## src/rtl/lefc_pkg.sv

```systemverilog
package lefc_pkg;

    // Field widths of the pixel stream and the result items.
    localparam int PIX_W      = 8;
    localparam int COL_W      = 11;
    localparam int ROW_W      = 12;
    localparam int CFG_WID_W  = 12;
    localparam int CFG_HGT_W  = 13;
    localparam int CFG_DATA_W = 13;

    // Register indexes of the configuration port.
    localparam logic CFG_IMAGE_WIDTH  = 1'b0;
    localparam logic CFG_IMAGE_HEIGHT = 1'b1;

    // Register values after reset.
    localparam logic [CFG_WID_W-1:0] RESET_WIDTH  = 12'd640;
    localparam logic [CFG_HGT_W-1:0] RESET_HEIGHT = 13'd480;

    // Smallest frame side the filter accepts.
    localparam logic [CFG_WID_W-1:0] MIN_WIDTH  = 12'd3;
    localparam logic [CFG_HGT_W-1:0] MIN_HEIGHT = 13'd3;

    // Output queue sizing.
    localparam int FIFO_DEPTH = 4;
    localparam int FIFO_AW    = 2;
    localparam int FIFO_CNT_W = 3;

    typedef logic [PIX_W-1:0] t_pixel;

    // Control carried along the pipeline with each item.
    typedef struct packed {
        logic             emit;
        logic             last;
        logic [COL_W-1:0] col;
        logic [ROW_W-1:0] row;
    } t_ctl;

    // One result item as held in the output queue.
    typedef struct packed {
        t_pixel           edge_value;
        logic [COL_W-1:0] col;
        logic [ROW_W-1:0] row;
        logic             frame_last;
    } t_result;

endpackage

```

## src/rtl/lefc_out_fifo.sv

```systemverilog
module lefc_out_fifo (
    input  logic                                i_clk,
    input  logic                                i_rst_n,
    input  logic                                i_push,
    input  lefc_pkg::t_result                   i_data,
    input  logic                                i_pop,
    output logic                                o_valid,
    output lefc_pkg::t_result                   o_data,
    output logic [lefc_pkg::FIFO_CNT_W-1:0]     o_count
);
    import lefc_pkg::*;

    t_result               r_mem [FIFO_DEPTH];
    logic [FIFO_AW-1:0]    r_wr_ptr;
    logic [FIFO_AW-1:0]    r_rd_ptr;
    logic [FIFO_CNT_W-1:0] r_count;
    logic                  do_pop;

    assign do_pop = i_pop && (r_count != '0);

    // Queue storage.
    always_ff @(posedge i_clk) begin
        if (i_push) begin
            r_mem[r_wr_ptr] <= i_data;
        end
    end

    // Pointers and fill count.
    always_ff @(posedge i_clk) begin
        if (!i_rst_n) begin
            r_wr_ptr <= '0;
            r_rd_ptr <= '0;
            r_count  <= '0;
        end else begin
            if (i_push) begin
                r_wr_ptr <= r_wr_ptr + 1'b1;
            end
            if (do_pop) begin
                r_rd_ptr <= r_rd_ptr + 1'b1;
            end
            case ({i_push, do_pop})
                2'b10:   r_count <= r_count + 1'b1;
                2'b01:   r_count <= r_count - 1'b1;
                default: r_count <= r_count;
            endcase
        end
    end

    assign o_valid = (r_count != '0);
    assign o_data  = r_mem[r_rd_ptr];
    assign o_count = r_count;

endmodule

```

## config.mk

```make
export PLATFORM = sky130hd
export DESIGN_NAME = lefc_out_fifo
export DESIGN_NICKNAME = d
export VERILOG_FILES = /design/src/rtl/lefc_pkg.sv /design/src/rtl/lefc_out_fifo.sv
export SDC_FILE = /design/constraint.sdc
export NUM_CORES = 1
export LEC_CHECK = 0
export ABC_CLOCK_PERIOD_IN_PS = 2600
export BUFFER_PORTS_ARGS = -buffer_cell sky130_fd_sc_hd__clkbuf_2
export CAP_MARGIN = 5
export CORE_MARGIN = 2
export CORE_UTILIZATION = 35
export DETAILED_ROUTE_END_ITERATION = 16
export PLACE_DENSITY = 0.63
export SETUP_SLACK_MARGIN = 0.4
export SLEW_MARGIN = 20
export SYNTH_ARGS = -nofsm -noshare
export SYNTH_HDL_FRONTEND = slang
export SYNTH_SLANG_ARGS = --single-unit
```

## constraint.sdc

```tcl
create_clock -name i_clk -period 2.6 [get_ports i_clk]
set_clock_uncertainty 0.2 [all_clocks]
set_input_delay 0.39 -clock i_clk [delete_from_list [all_inputs] [get_ports i_clk]]
set_output_delay 0.39 -clock i_clk [all_outputs]
set_load 0.05 [all_outputs]
```

==> results by group <==
Final layout
  – Share of post-route cells with drive strength above 1: 42.6%
  – Area Overhead vs Synth: 37.7%
  – Final net count: 379
  – Number of diodes: 0
  – Commonest non-fill, non-tap cells in the layout: edfxtp_1, clkbuf_2, mux4_2
  – Commonest non-fill, non-tap cell in the layout: edfxtp_1
  – FILL cells: 1,189

Worst setup path
  – Type of origin of the critical path: flip-flop
  – CP max FO: 6
  – WP data arrival: 1770 ps
  – Setup crit end kind: output port
  – Crit path required time: 2010 ps
  – Largest stage delay, worst path: 540 ps
  – Crit path max-delay cell type: mux4_2
  – Top cell by count, worst path: buf_12
  – Worst reg2reg path depth: 7
  – Critical path class: reg -> out
  – CP Cell Sequence: buf_12, buf_12, mux4_2, buf_8

GRT
  – All-Layer GR Usage: 13.1%
  – Antenna violations before repair: 0
  – Gr ovfl total: 0
  – Vias in the first global route: 2,698
  – Pin count of the biggest net entering global routing: 23
  – First-pass GRT wire length: 15,000 um

Clock network
  – Root Driver: clkbuf_16
  – CTS tree: yes
  – CTS clock-pin slew for the worst setup and hold paths: 50 ps
  – Clock Latency Late Sink: 410 ps
  – CTS Sinks: 137
  – TritonCTS buffer count: 17
  – Clock buffer depth: 2
  – Htree depth: 4

Timing
  – Setup TNS: 0 ps
  – Tightest Pin Transition: 469 ps
  – Crit share post-route: 90.9%
  – Worst slew margin: 68.7%
  – Hold Slack: 14.9 ps
  – Unrepaired setup endpoints after global routing: yes
  – Finish-stage setup viols: 0
  – Minimum clock period: 2360 ps
  – Final Hold Fails: 0
  – Min setup slack post-route: 238 ps
  – Peak Freq: 0.423 GHz
  – Final slew viol count: 0

Power and ir drop
  – Pwr/cell area: 1010 nW/um2
  – LEAKAGE: 2.44 nW
  – Sw frac: 29.7%
  – Combinational power share: 32.1%
  – Sw power: 2.11 mW
  – Maximum VDD drop: 0.869 mV
  – Reg power frac: 36.9%
  – Clock power share: 31.0%
  – Int Pwr: 4.99 mW

Yosys
  – Syn Inst Count: 213
  – Sequential-to-total area share from yosys stat: 78.6%
  – Yosys Warn Count: 0
  – Synthesized area: 5120 um2
  – Asr flop ratio synth: 0%
  – EDFF count, synth: 128
  – Synth Area per Inst: 24.0 um2
  – Synth cell types: 21
  – Syn nets: 255
  – Synth Register Bits: 137
  – Synth Flop Type: edfxtp_1

Die
  – Die span in x: 125 um
  – Starting Density: 35.5%
  – Core area: 14,400 um2
  – IO Count: 72
  – FP Rows: 44
  – Die Height: 125 um
  – Die ar.: 15,600 um2

Route
  – Starting DRT DRC Count: 130
  – First-pass iteration count of the detailed router: 4
  – Residual DRC count: 0
  – Vias: 2,469
  – Final wirelength: 9490 um
  – Routed Antenna Nets: 0
  – Via-to-Cell Ratio: 4.62
  – Routed length per instance: 17.8 um

Run status
  – Status: completed

Worst hold path
  – Hold Crit Depth: 1
  – Hold crit path type: in -> reg

Place
  – Post-DP HPWL: 5390 um
  – Port Buffers: 71
  – Final Wtd Congestion: 0.684
  – Placement Setup Slack: 406 ps

Flow run
  – Max-cap violations: 0
==> critical path: cells and delay by family, from the launching register on <==
| kind | cells | cell delay (ps) |
|---|---|---|
| buf+inv | 3 | 460 |
| flops | 1 | 360 |
| mux | 1 | 540 |
==> layer usage <==
| layer | vias up | GRT usage [%] | part of all wire (%) |
|---|---|---|---|
| met2 | 59 | 22.5 | 52 |
| met4 | 0 | 4.64 | 1.3 |
| met3 | 11 | 4.77 | 4.6 |
| li1 | 1135 | - | - |
| met1 | 1264 | 15.1 | 42 |
| met5 | - | 0 | 0 |
==> layout make-up <==
cell class                      instances  area (um2)  area share (%)
Clock inverter                         12         108            1.53
Timing Repair Buffer                  112        1230            17.5
Tap cell                              184         230            3.27
Multi-Input combinational cell         63         982            13.9
Clock buffer                           20         437            6.20
Inverter                                6        22.5           0.320
Sequential cell                       137        4030            57.2
==> per-stage QoR <==
| step | std cells | cell area (um2) | util [%] | power [mW] |
|---|---|---|---|---|
| floorplan | 213 | 5120 | - | 3.99 |
| global placement | 469 | 5750 | 39.9 | 4.30 |
| detailed placement | 469 | 5750 | 39.9 | 4.32 |
| CTS | 534 | 7010 | 48.6 | 7.09 |
| global route | 534 | 7040 | 48.8 | 7.38 |
| finish | 534 | 7040 | 48.8 | 7.10 |
==> power by group through the flow <==
stage	combinational, mW	sequential [mW]	clock (mW)
after floorplan	1.28	2.71	0
after global placement	1.65	2.65	0
after detailed placement	1.66	2.66	0
after CTS	2.21	2.62	2.26
after global routing	2.39	2.63	2.36
final	2.28	2.62	2.20
==> synthesized netlist by cell type (3+ instances only) <==
| library cell | instances | area (um2) |
|---|---|---|
| edfxtp_1 | 128 | 3840 |
| nor2b_1 | 3 | 18.8 |
| xnor2_1 | 3 | 26.3 |
| inv_1 | 6 | 22.5 |
| ha_1 | 5 | 62.6 |
| mux4_2 | 30 | 676 |
| buf_12 | 3 | 60.1 |
| buf_2 | 3 | 15.0 |
| dfxtp_1 | 9 | 180 |
| and2_1 | 8 | 50.1 |
==> cells by family after synthesis <==
| kind of cell | count (synthesis) | share of synthesized area, % |
|---|---|---|
| AND/OR/NAND/NOR | 14 | 1.66 |
| AO/OA/AOI/OAI | 5 | 0.685 |
| adder cells (fa/ha/maj) | 6 | 1.61 |
| multiplexers | 33 | 14.4 |
| flip-flops | 137 | 78.6 |
| XOR/XNOR | 5 | 0.856 |
| buffers and inverters | 13 | 2.13 |
==> sequential cells by signal, summed over array words and instances (netlist names), named ones only <==
register	count
o_count	3
r_mem	128
r_wr_ptr	2
r_rd_ptr	2
==> what timing repair did <==
item | CTS | global route
gates resized for setup | 76 | 32
cloned | 4 | 0
endpoints found under the setup margin | 32 | 33
hold buffers | 27 | 0
buffers inserted | 2 | 0
pin swaps | 0 | 0
endpoints found under the hold margin | 105 | 0
==> path summary, 6_finish.rpt <==
kind	from	to	slack, ps
hold / removal	i_data[23]	r_mem[0][23]$_DFFE_PP_	10
hold reg to reg	o_count[2]$_SDFFE_PN0P_	o_count[2]$_SDFFE_PN0P_	320
setup reg to reg	o_count[1]$_SDFFE_PN0P_	o_count[2]$_SDFFE_PN0P_	530
setup / recovery	flip-flop	o_data[1]	240
(Power assumes the default switching activity.)
