File: src/rtl/lefc_pkg.sv
package lefc_pkg;

    // Field widths of the pixel stream and the result items.
    localparam int PIX_W      = 8;
    localparam int COL_W      = 11;
    localparam int ROW_W      = 12;
    localparam int CFG_WID_W  = 12;
    localparam int CFG_HGT_W  = 13;
    localparam int CFG_DATA_W = 13;

    // Register indexes of the configuration port.
    localparam logic CFG_IMAGE_WIDTH  = 1'b0;
    localparam logic CFG_IMAGE_HEIGHT = 1'b1;

    // Register values after reset.
    localparam logic [CFG_WID_W-1:0] RESET_WIDTH  = 12'd640;
    localparam logic [CFG_HGT_W-1:0] RESET_HEIGHT = 13'd480;

    // Smallest frame side the filter accepts.
    localparam logic [CFG_WID_W-1:0] MIN_WIDTH  = 12'd3;
    localparam logic [CFG_HGT_W-1:0] MIN_HEIGHT = 13'd3;

    // Output queue sizing.
    localparam int FIFO_DEPTH = 4;
    localparam int FIFO_AW    = 2;
    localparam int FIFO_CNT_W = 3;

    typedef logic [PIX_W-1:0] t_pixel;

    // Control carried along the pipeline with each item.
    typedef struct packed {
        logic             emit;
        logic             last;
        logic [COL_W-1:0] col;
        logic [ROW_W-1:0] row;
    } t_ctl;

    // One result item as held in the output queue.
    typedef struct packed {
        t_pixel           edge_value;
        logic [COL_W-1:0] col;
        logic [ROW_W-1:0] row;
        logic             frame_last;
    } t_result;

endpackage

File: src/rtl/lefc_window.sv
module lefc_window (
    input  logic              i_clk,
    input  logic              i_rst_n,
    input  logic              i_shift,
    input  lefc_pkg::t_pixel  i_up,
    input  lefc_pkg::t_pixel  i_mid,
    input  lefc_pkg::t_pixel  i_px,
    input  lefc_pkg::t_ctl    i_ctl,
    output logic              o_vld,
    output lefc_pkg::t_ctl    o_ctl,
    output lefc_pkg::t_pixel  o_edge_value
);
    import lefc_pkg::*;

    t_pixel           r_win [9];
    logic             r_vld;
    t_ctl             r_ctl;
    logic [10:0]      nbr_sum;
    logic [10:0]      ctr_x8;
    logic signed [11:0] diff;

    // Shift the 3x3 window left and load the new column on the right.
    always_ff @(posedge i_clk) begin
        if (i_shift) begin
            for (int k = 0; k < 3; k++) begin
                r_win[k*3]   <= r_win[k*3+1];
                r_win[k*3+1] <= r_win[k*3+2];
            end
            r_win[2] <= i_up;
            r_win[5] <= i_mid;
            r_win[8] <= i_px;
            r_ctl    <= i_ctl;
        end
    end

    always_ff @(posedge i_clk) begin
        if (!i_rst_n) begin
            r_vld <= 1'b0;
        end else begin
            r_vld <= i_shift;
        end
    end

    // Kernel: eight times the center minus the eight neighbors.
    always_comb begin
        nbr_sum = 11'((11'(r_win[0]) + 11'(r_win[1])) + (11'(r_win[2]) + 11'(r_win[3])))
                + 11'((11'(r_win[5]) + 11'(r_win[6])) + (11'(r_win[7]) + 11'(r_win[8])));
        ctr_x8  = {r_win[4], 3'b000};
        diff    = $signed({1'b0, ctr_x8}) - $signed({1'b0, nbr_sum});
    end

    // Clamp the response to the pixel range.
    always_comb begin
        if (diff[11]) begin
            o_edge_value = '0;
        end else if (diff[10:8] != 3'b000) begin
            o_edge_value = '1;
        end else begin
            o_edge_value = diff[7:0];
        end
    end

    assign o_vld = r_vld;
    assign o_ctl = r_ctl;

endmodule

File: config.mk
export PLATFORM = sky130hd
export DESIGN_NAME = lefc_window
export DESIGN_NICKNAME = d
export VERILOG_FILES = /design/src/rtl/lefc_pkg.sv /design/src/rtl/lefc_window.sv
export SDC_FILE = /design/constraint.sdc
export NUM_CORES = 1
export LEC_CHECK = 0
export BUFFER_PORTS_ARGS = -buffer_cell sky130_fd_sc_hd__buf_2
export CAP_MARGIN = 0
export CORE_ASPECT_RATIO = 2
export CORE_MARGIN = 1.5
export CORE_UTILIZATION = 50
export CTS_BUF_LIST = sky130_fd_sc_hd__clkbuf_4
export DETAILED_ROUTE_END_ITERATION = 8
export PLACE_DENSITY = 0.71
export SKIP_LAST_GASP = 1
export SYNTH_ARGS = -nofsm -noshare
export SYNTH_HDL_FRONTEND = slang
export SYNTH_SLANG_ARGS = --single-unit
File: constraint.sdc
create_clock -name i_clk -period 7 [get_ports i_clk]
set_input_delay 1.05 -clock i_clk [delete_from_list [all_inputs] [get_ports i_clk]]
set_output_delay 1.05 -clock i_clk [all_outputs]
set_load 0.01 [all_outputs]
==> results of run 1 <==
[final timing paths]
kind | from | to | cells after the start
hold / removal | r_win[1][1] | r_win[0][1] | 0
hold reg to reg | r_win[1][1] | r_win[0][1] | 0
setup / recovery | r_win[5][3] | o_edge_value[2] | 14
setup reg to reg | r_win[4][0] | r_win[3][0] | 0
[cells by family after synthesis]
kind of cell / after synthesis
AO/OA/AOI/OAI: 34
XOR/XNOR: 8
adder cells (fa/ha/maj): 72
buffers and inverters: 95
flip-flops: 98
multiplexers: 3
AND/OR/NAND/NOR: 27
[critical path, stage by stage, from the launching register on]
cell	delay, ps
edfxtp_1	500
fa_1	510
fa_1	520
inv_1	60
fa_1	510
inv_1	60
fa_1	540
inv_1	40
ha_1	370
a21oi_2	230
a21oi_2	120
or4_1	480
o311a_1	220
a41oi_1	280
buf_2	170
[metal layers]
metal	vias up	part of all wire [%]	routed length (um)
li1	1311	-	-
met1	1394	35	2950
met2	54	60	5070
met3	17	3.1	267
met4	0	2.6	221
met5	-	0	0
[state kept, by name (all words and copies together) (netlist names)]
signal / cells
o_ctl: 25
o_vld: 1
r_win: 72
[cells in the mapped netlist, drive strengths merged, types with 2 or more instances]
cell | n | area [um^2]
a21o | 2 | 15.0
a21oi | 8 | 51.3
a41oi | 8 | 77.6
and2 | 2 | 13.8
edfxtp | 97 | 2910
fa | 53 | 1060
ha | 19 | 238
inv | 94 | 353
mux2i | 3 | 30.0
nand2 | 5 | 18.8
nand2b | 2 | 12.5
nand3 | 2 | 10.0
nor2 | 11 | 41.3
o211ai | 4 | 35.0
o21ai | 2 | 10.0
o311a | 2 | 20.0
or4b | 2 | 20.0
xnor2 | 5 | 51.3
xor2 | 3 | 26.3
[cell type report]
cell class | count | area (um^2)
clock inverter | 7 | 81.3
fill | 837 | 4160
inverter | 94 | 353
multi-input combinational | 144 | 1820
sequential | 98 | 2930
antenna | 1 | 2.50
timing repair buffer | 86 | 435
clock buffer | 9 | 67.6
tap | 135 | 169
[through the flow]
stage / utilization (%) / instances
after floorplan: - / 337
after global placement: 57.0 / 557
after detailed placement: 57.0 / 557
after CTS: 58.5 / 573
after global routing: 58.5 / 574
final: 58.5 / 574
==> key figures, run 1 <==
Setup path
  – CP arrival: 5090 ps
  – Worst Setup Path Type: register to output port
  – Critical Path End Type: output port
  – CP max FO: 8
  – CP required: 5950 ps
  – Critical Path Source Type: register
  – R2R Setup Slk: 6120 ps

Global routing
  – GR met2 Demand/Resource: 33.1%
  – GRT Max-Usage Layer: met2
  – Initial antenna violation count: 1
  – Grt ovf: 0
  – Largest net degree at the start of global routing: 81
  – M3 GR Usage: 4.49%
  – Vias in the first global route: 3066
  – GRT Overall Usage: 17.7%
  – Met1 Resource Use GR: 17.8%
  – First-pass GRT wire length: 14.1 mm

Synthesis
  – Post-synthesis compound-gate area fraction: 5.31%
  – Adder-Cell Fraction of Synth Area: 25.4%
  – XOR/XNOR Fraction of Synth Area: 1.52%
  – Synthesized area per cell: 15.2 um^2
  – Distinct cells, synth: 38
  – Ys Warns: 0
  – Post-synth EDFFs: 97
  – Share of flip-flops with an asynchronous set or reset: 0%
  – Primary FF master, synth: edfxtp_1
  – Mapped Cells: 337
  – Mux cell area share after synthesis: 0.587%
  – Synth Register Bits: 98
  – Synth Net Count: 461
  – Synth Area in Simple Gates: 2.76%
  – Seq/Total Area, Yosys: 57.3%
  – Largest family of logic cells by synthesized area: adder cells
  – Syn Std Cell Area: 5120 um^2

Detailed routing
  – Antenna viol nets, final: 0
  – Via/cell ratio: 4.84
  – DRC errors left: 0
  – DR pass1 iterations: 4
  – WL/cell: 14.8 um
  – DR iter-0 viols: 128
  – DRT Wirelength: 8.51 mm
  – Vias: 2776

Clock tree
  – Root Driver: clkbuf_4
  – CTS tree: built
  – Inserted Clock Buffers: 9
  – Setup bufs post-CTS: 0
  – H-tree depth: 3
  – CTS resizes: 0
  – Longest Clk Path Bufs: 2
  – Clock Pin Slew Worst Setup and Hold Paths: 180 ps
  – Clk sink count: 98
  – Worst skew pair latency: 470 ps
  – Hold-fix buffers at CTS: 0

Floorplan
  – Starting Density: 51.1%
  – Die height: 146 um
  – Row Count: 52
  – Boundary Pins: 86
  – Die Area: 10900 um^2
  – Core ar.: 10000 um^2
  – Die W: 74.5 um

Placed design
  – Port Buffers: 85
  – DP Worst Slack: 1400 ps
  – HPWL after detailed placement: 6.56 mm
  – Post-Place Cell Area: 5710 um^2
  – Final GP Congestion: 0.791

Timing
  – Post-Route Setup TNS: 0 ps
  – Clock Skew: 11.6 ps
  – Fin Hold WS: 471 ps
  – FMAX: 163 MHz
  – Setup violations, final: 0
  – Worst-margin pin slew: 997 ps
  – Fin crit share: 87.7%
  – Max-slew violation count: 0
  – Worst Slack Setup Final: 858 ps
  – Hold Fails Final Rpt: 0
  – Tmin final: 6140 ps
  – RSZ-0062 raised after global routing: false
  – Worst slew margin: 33.5%

Finish
  – Final instance area: 5860 um^2
  – Area growth syn-to-layout: 14.6%
  – Share of layout cells above drive strength 1: 25.3%
  – Most frequent cells in the layout: edfxtp_1, inv_1, buf_2
  – Leading cell type in the layout, fill and taps excluded: edfxtp_1
  – Nets: 557

Outcome
  – Outcome: finished clean

Min path
  – Class of the worst hold path: register to register

Flow run
  – # Max-Cap Violations: 0
Power of run 1 is not shown: default switching activity piles up to over one toggle a cycle in this logic, so the estimate is an artifact.
==> inputs of run 2 (changes only) <==
- CTS_BUF_LIST: sky130_fd_sc_hd__clkbuf_4 -> not set
==> run 2 against run 1 <==
Compared with the run above: non-clock buffer count is the same; sequential cell count is the same; hold slack lost 18 ps; cell count shrank 0.17%; worst setup slack gained 150 ps; via count shrank 0.61%; highest routed layer unchanged.
==> key figures, run 2 (synthesis results as in run 1) <==
Floorplan
  – Die Area: 10900 um^2 (unchanged)
  – Core ar.: 10000 um^2 (unchanged)
  – Die height: 146 um (unchanged)
  – Boundary Pins: 86 (unchanged)
  – Die W: 74.5 um (unchanged)
  – Row Count: 52 (unchanged)
  – Starting Density: 51.1% (unchanged)

Global routing
  – Largest net degree at the start of global routing: 81 (unchanged)
  – First-pass GRT wire length: 14.3 mm (+1.1%)
  – Grt ovf: 0 (unchanged)
  – GRT Overall Usage: 17.7% (about the same)
  – Vias in the first global route: 3076 (+0.33%)
  – Initial antenna violation count: 0 (-1)

Finish
  – Fillers: 815 (-2.6%)
  – Diode count: 0 (-1)
  – Largest Register: r_win
  – Nets: 557 (unchanged)
  – Most frequent cells in the layout: edfxtp_1, inv_1, buf_2
  – Share of layout cells above drive strength 1: 25.3% (unchanged)
  – Leading cell type in the layout, fill and taps excluded: edfxtp_1
  – Reg area: 2930 um^2 (unchanged)
  – Area growth syn-to-layout: 17.6%
  – Max FFs per register: 72 (unchanged)
  – Area occupied by multi-input gates: 1820 um^2 (unchanged)
  – Final Util: 60.0% (+1.5 points)

Placed design
  – HPWL after detailed placement: 6.56 mm (unchanged)
  – Final GP Congestion: 0.791 (unchanged)
  – Port Buffers: 85 (unchanged)

Setup path
  – Crit path cell chain: fa_1 > fa_1 > inv_1 > fa_1 > inv_1 > fa_1 > inv_1 > ha_1 > a21oi_2 > a21oi_2 > or4_1 > o311a_1 > a41oi_1 > buf_2
  – CP arrival: 4950 ps (-140 ps)
  – Max incr delay on CP: 560 ps (+20 ps)
  – Critical Path End Type: output port
  – Slowest cell on crit path: fa_1
  – Worst Setup Path Type: register to output port
  – CP most frequent cell: fa_1
  – Worst reg-to-reg path cell count: 0 (unchanged)
  – Critical Path Source Type: register
  – CP max FO: 8 (unchanged)
  – CP required: 5950 ps (about the same)

Clock tree
  – Hold-fix buffers at CTS: 0 (unchanged)
  – CTS tree: built
  – Setup bufs post-CTS: 0 (unchanged)
  – Clock Pin Slew Worst Setup and Hold Paths: 80 ps (-100 ps)
  – Worst skew pair latency: 340 ps (-130 ps)
  – Longest Clk Path Bufs: 2 (unchanged)
  – Clk sink count: 98 (unchanged)
  – CTS resizes: 0 (unchanged)
  – H-tree depth: 3 (unchanged)
  – Inserted Clock Buffers: 9 (unchanged)
  – Root Driver: clkbuf_16

Detailed routing
  – Antenna viol nets, final: 0 (unchanged)
  – DR pass1 iterations: 6 (+2)
  – Vias: 2759 (-0.61%)
  – DRT Wirelength: 8.58 mm (+0.72%)
  – WL/cell: 15.0 um (+0.89%)
  – DR iter-0 viols: 145 (+13%)
  – Via/cell ratio: 4.82 (-0.44%)
  – DRC errors left: 0 (unchanged)

Timing
  – Setup violations, final: 0 (unchanged)
  – Hold Fails Final Rpt: 0 (unchanged)
  – Worst slew margin: 33.7% (+0.22 points)
  – Tmin final: 6000 ps (-146 ps)
  – Fin Hold WS: 452 ps (-18.1 ps)
  – RSZ-0062 raised after global routing: false
  – FMAX: 167 MHz (+2.4%)
  – Post-Route Setup TNS: 0 ps (unchanged)
  – Max-slew violation count: 0 (unchanged)
  – Clock Skew: 3.14 ps (-8.46 ps)
  – Fin crit share: 85.7% (-2.1 points)
  – Worst-margin pin slew: 994 ps (-3.31 ps)

Min path
  – Class of the worst hold path: register to register
  – Hold Crit Depth: 0 (unchanged)

Power
  – Pleak: 2.67 nW
  – PwrDens: 525 nW/um^2
  – Peak supply drop: 0.000289 V

Flow run
  – # Max-Cap Violations: 0 (unchanged)

Outcome
  – Outcome: finished clean
[run 2: cell type report]
cell class	instances	area share (%)
flip-flops and latches	98	48.8
multi-input cells	144	30.2
repair buffers	86	7.24
inverters	94	5.87
clock buffers	9	3.74
well taps	135	2.81
clock inverters	7	1.35
[run 2: report_power, final]
part	switching (mW)	internal, mW	leakage [nW]
sequential	0.0201	0.694	0.958
combinational	1.13	0.820	1.56
clock	0.235	0.255	0.150
total	1.39	1.77	2.67
[run 2: metrics by stage]
| stage | total power, mW | worst slack (ps) | instances | instance area [um^2] |
|---|---|---|---|---|
| 5_1_grt | 3.43 | 783 | 573 | 6020 |
| 4_1_cts | 3.17 | 989 | 573 | 6020 |
| 2_1_floorplan | 2.24 | 1740 | 337 | 5120 |
| 6_report | 3.16 | 1000 | 573 | 6020 |
| 3_3_place_gp | 2.62 | 1490 | 557 | 5710 |
| 3_5_place_dp | 2.66 | 1400 | 557 | 5710 |
[run 2: path summary, 6_finish.rpt]
check,start,end,slack [ps]
worst max register to register,r_win[4][0],r_win[3][0],6130
worst max-delay path,r_win[5][3],o_edge_value[2],1000
worst min-delay path,r_win[1][1],r_win[0][1],450
worst min register to register,r_win[1][1],r_win[0][1],450
[run 2: layer usage]
layer  vias up  track usage [%]  share of wire (%)
met1      1385             18.1                 35
met4         0             5.64                2.0
met5         -                0                  0
li1       1314                -                  -
met3        13             3.80                2.5
met2        47             33.9                 60
[run 2: worst max-delay path: cells and delay by family, from the launching register on]
kind                       cells  cell delay, ps
DFF                            1             460
buffers and inverters          4             350
and+or+nand+nor                1             480
AOI/OAI and AO/OA              4             850
adders and majority gates      5            2480
No activity file was read; power rests on OpenSTA's default activity.
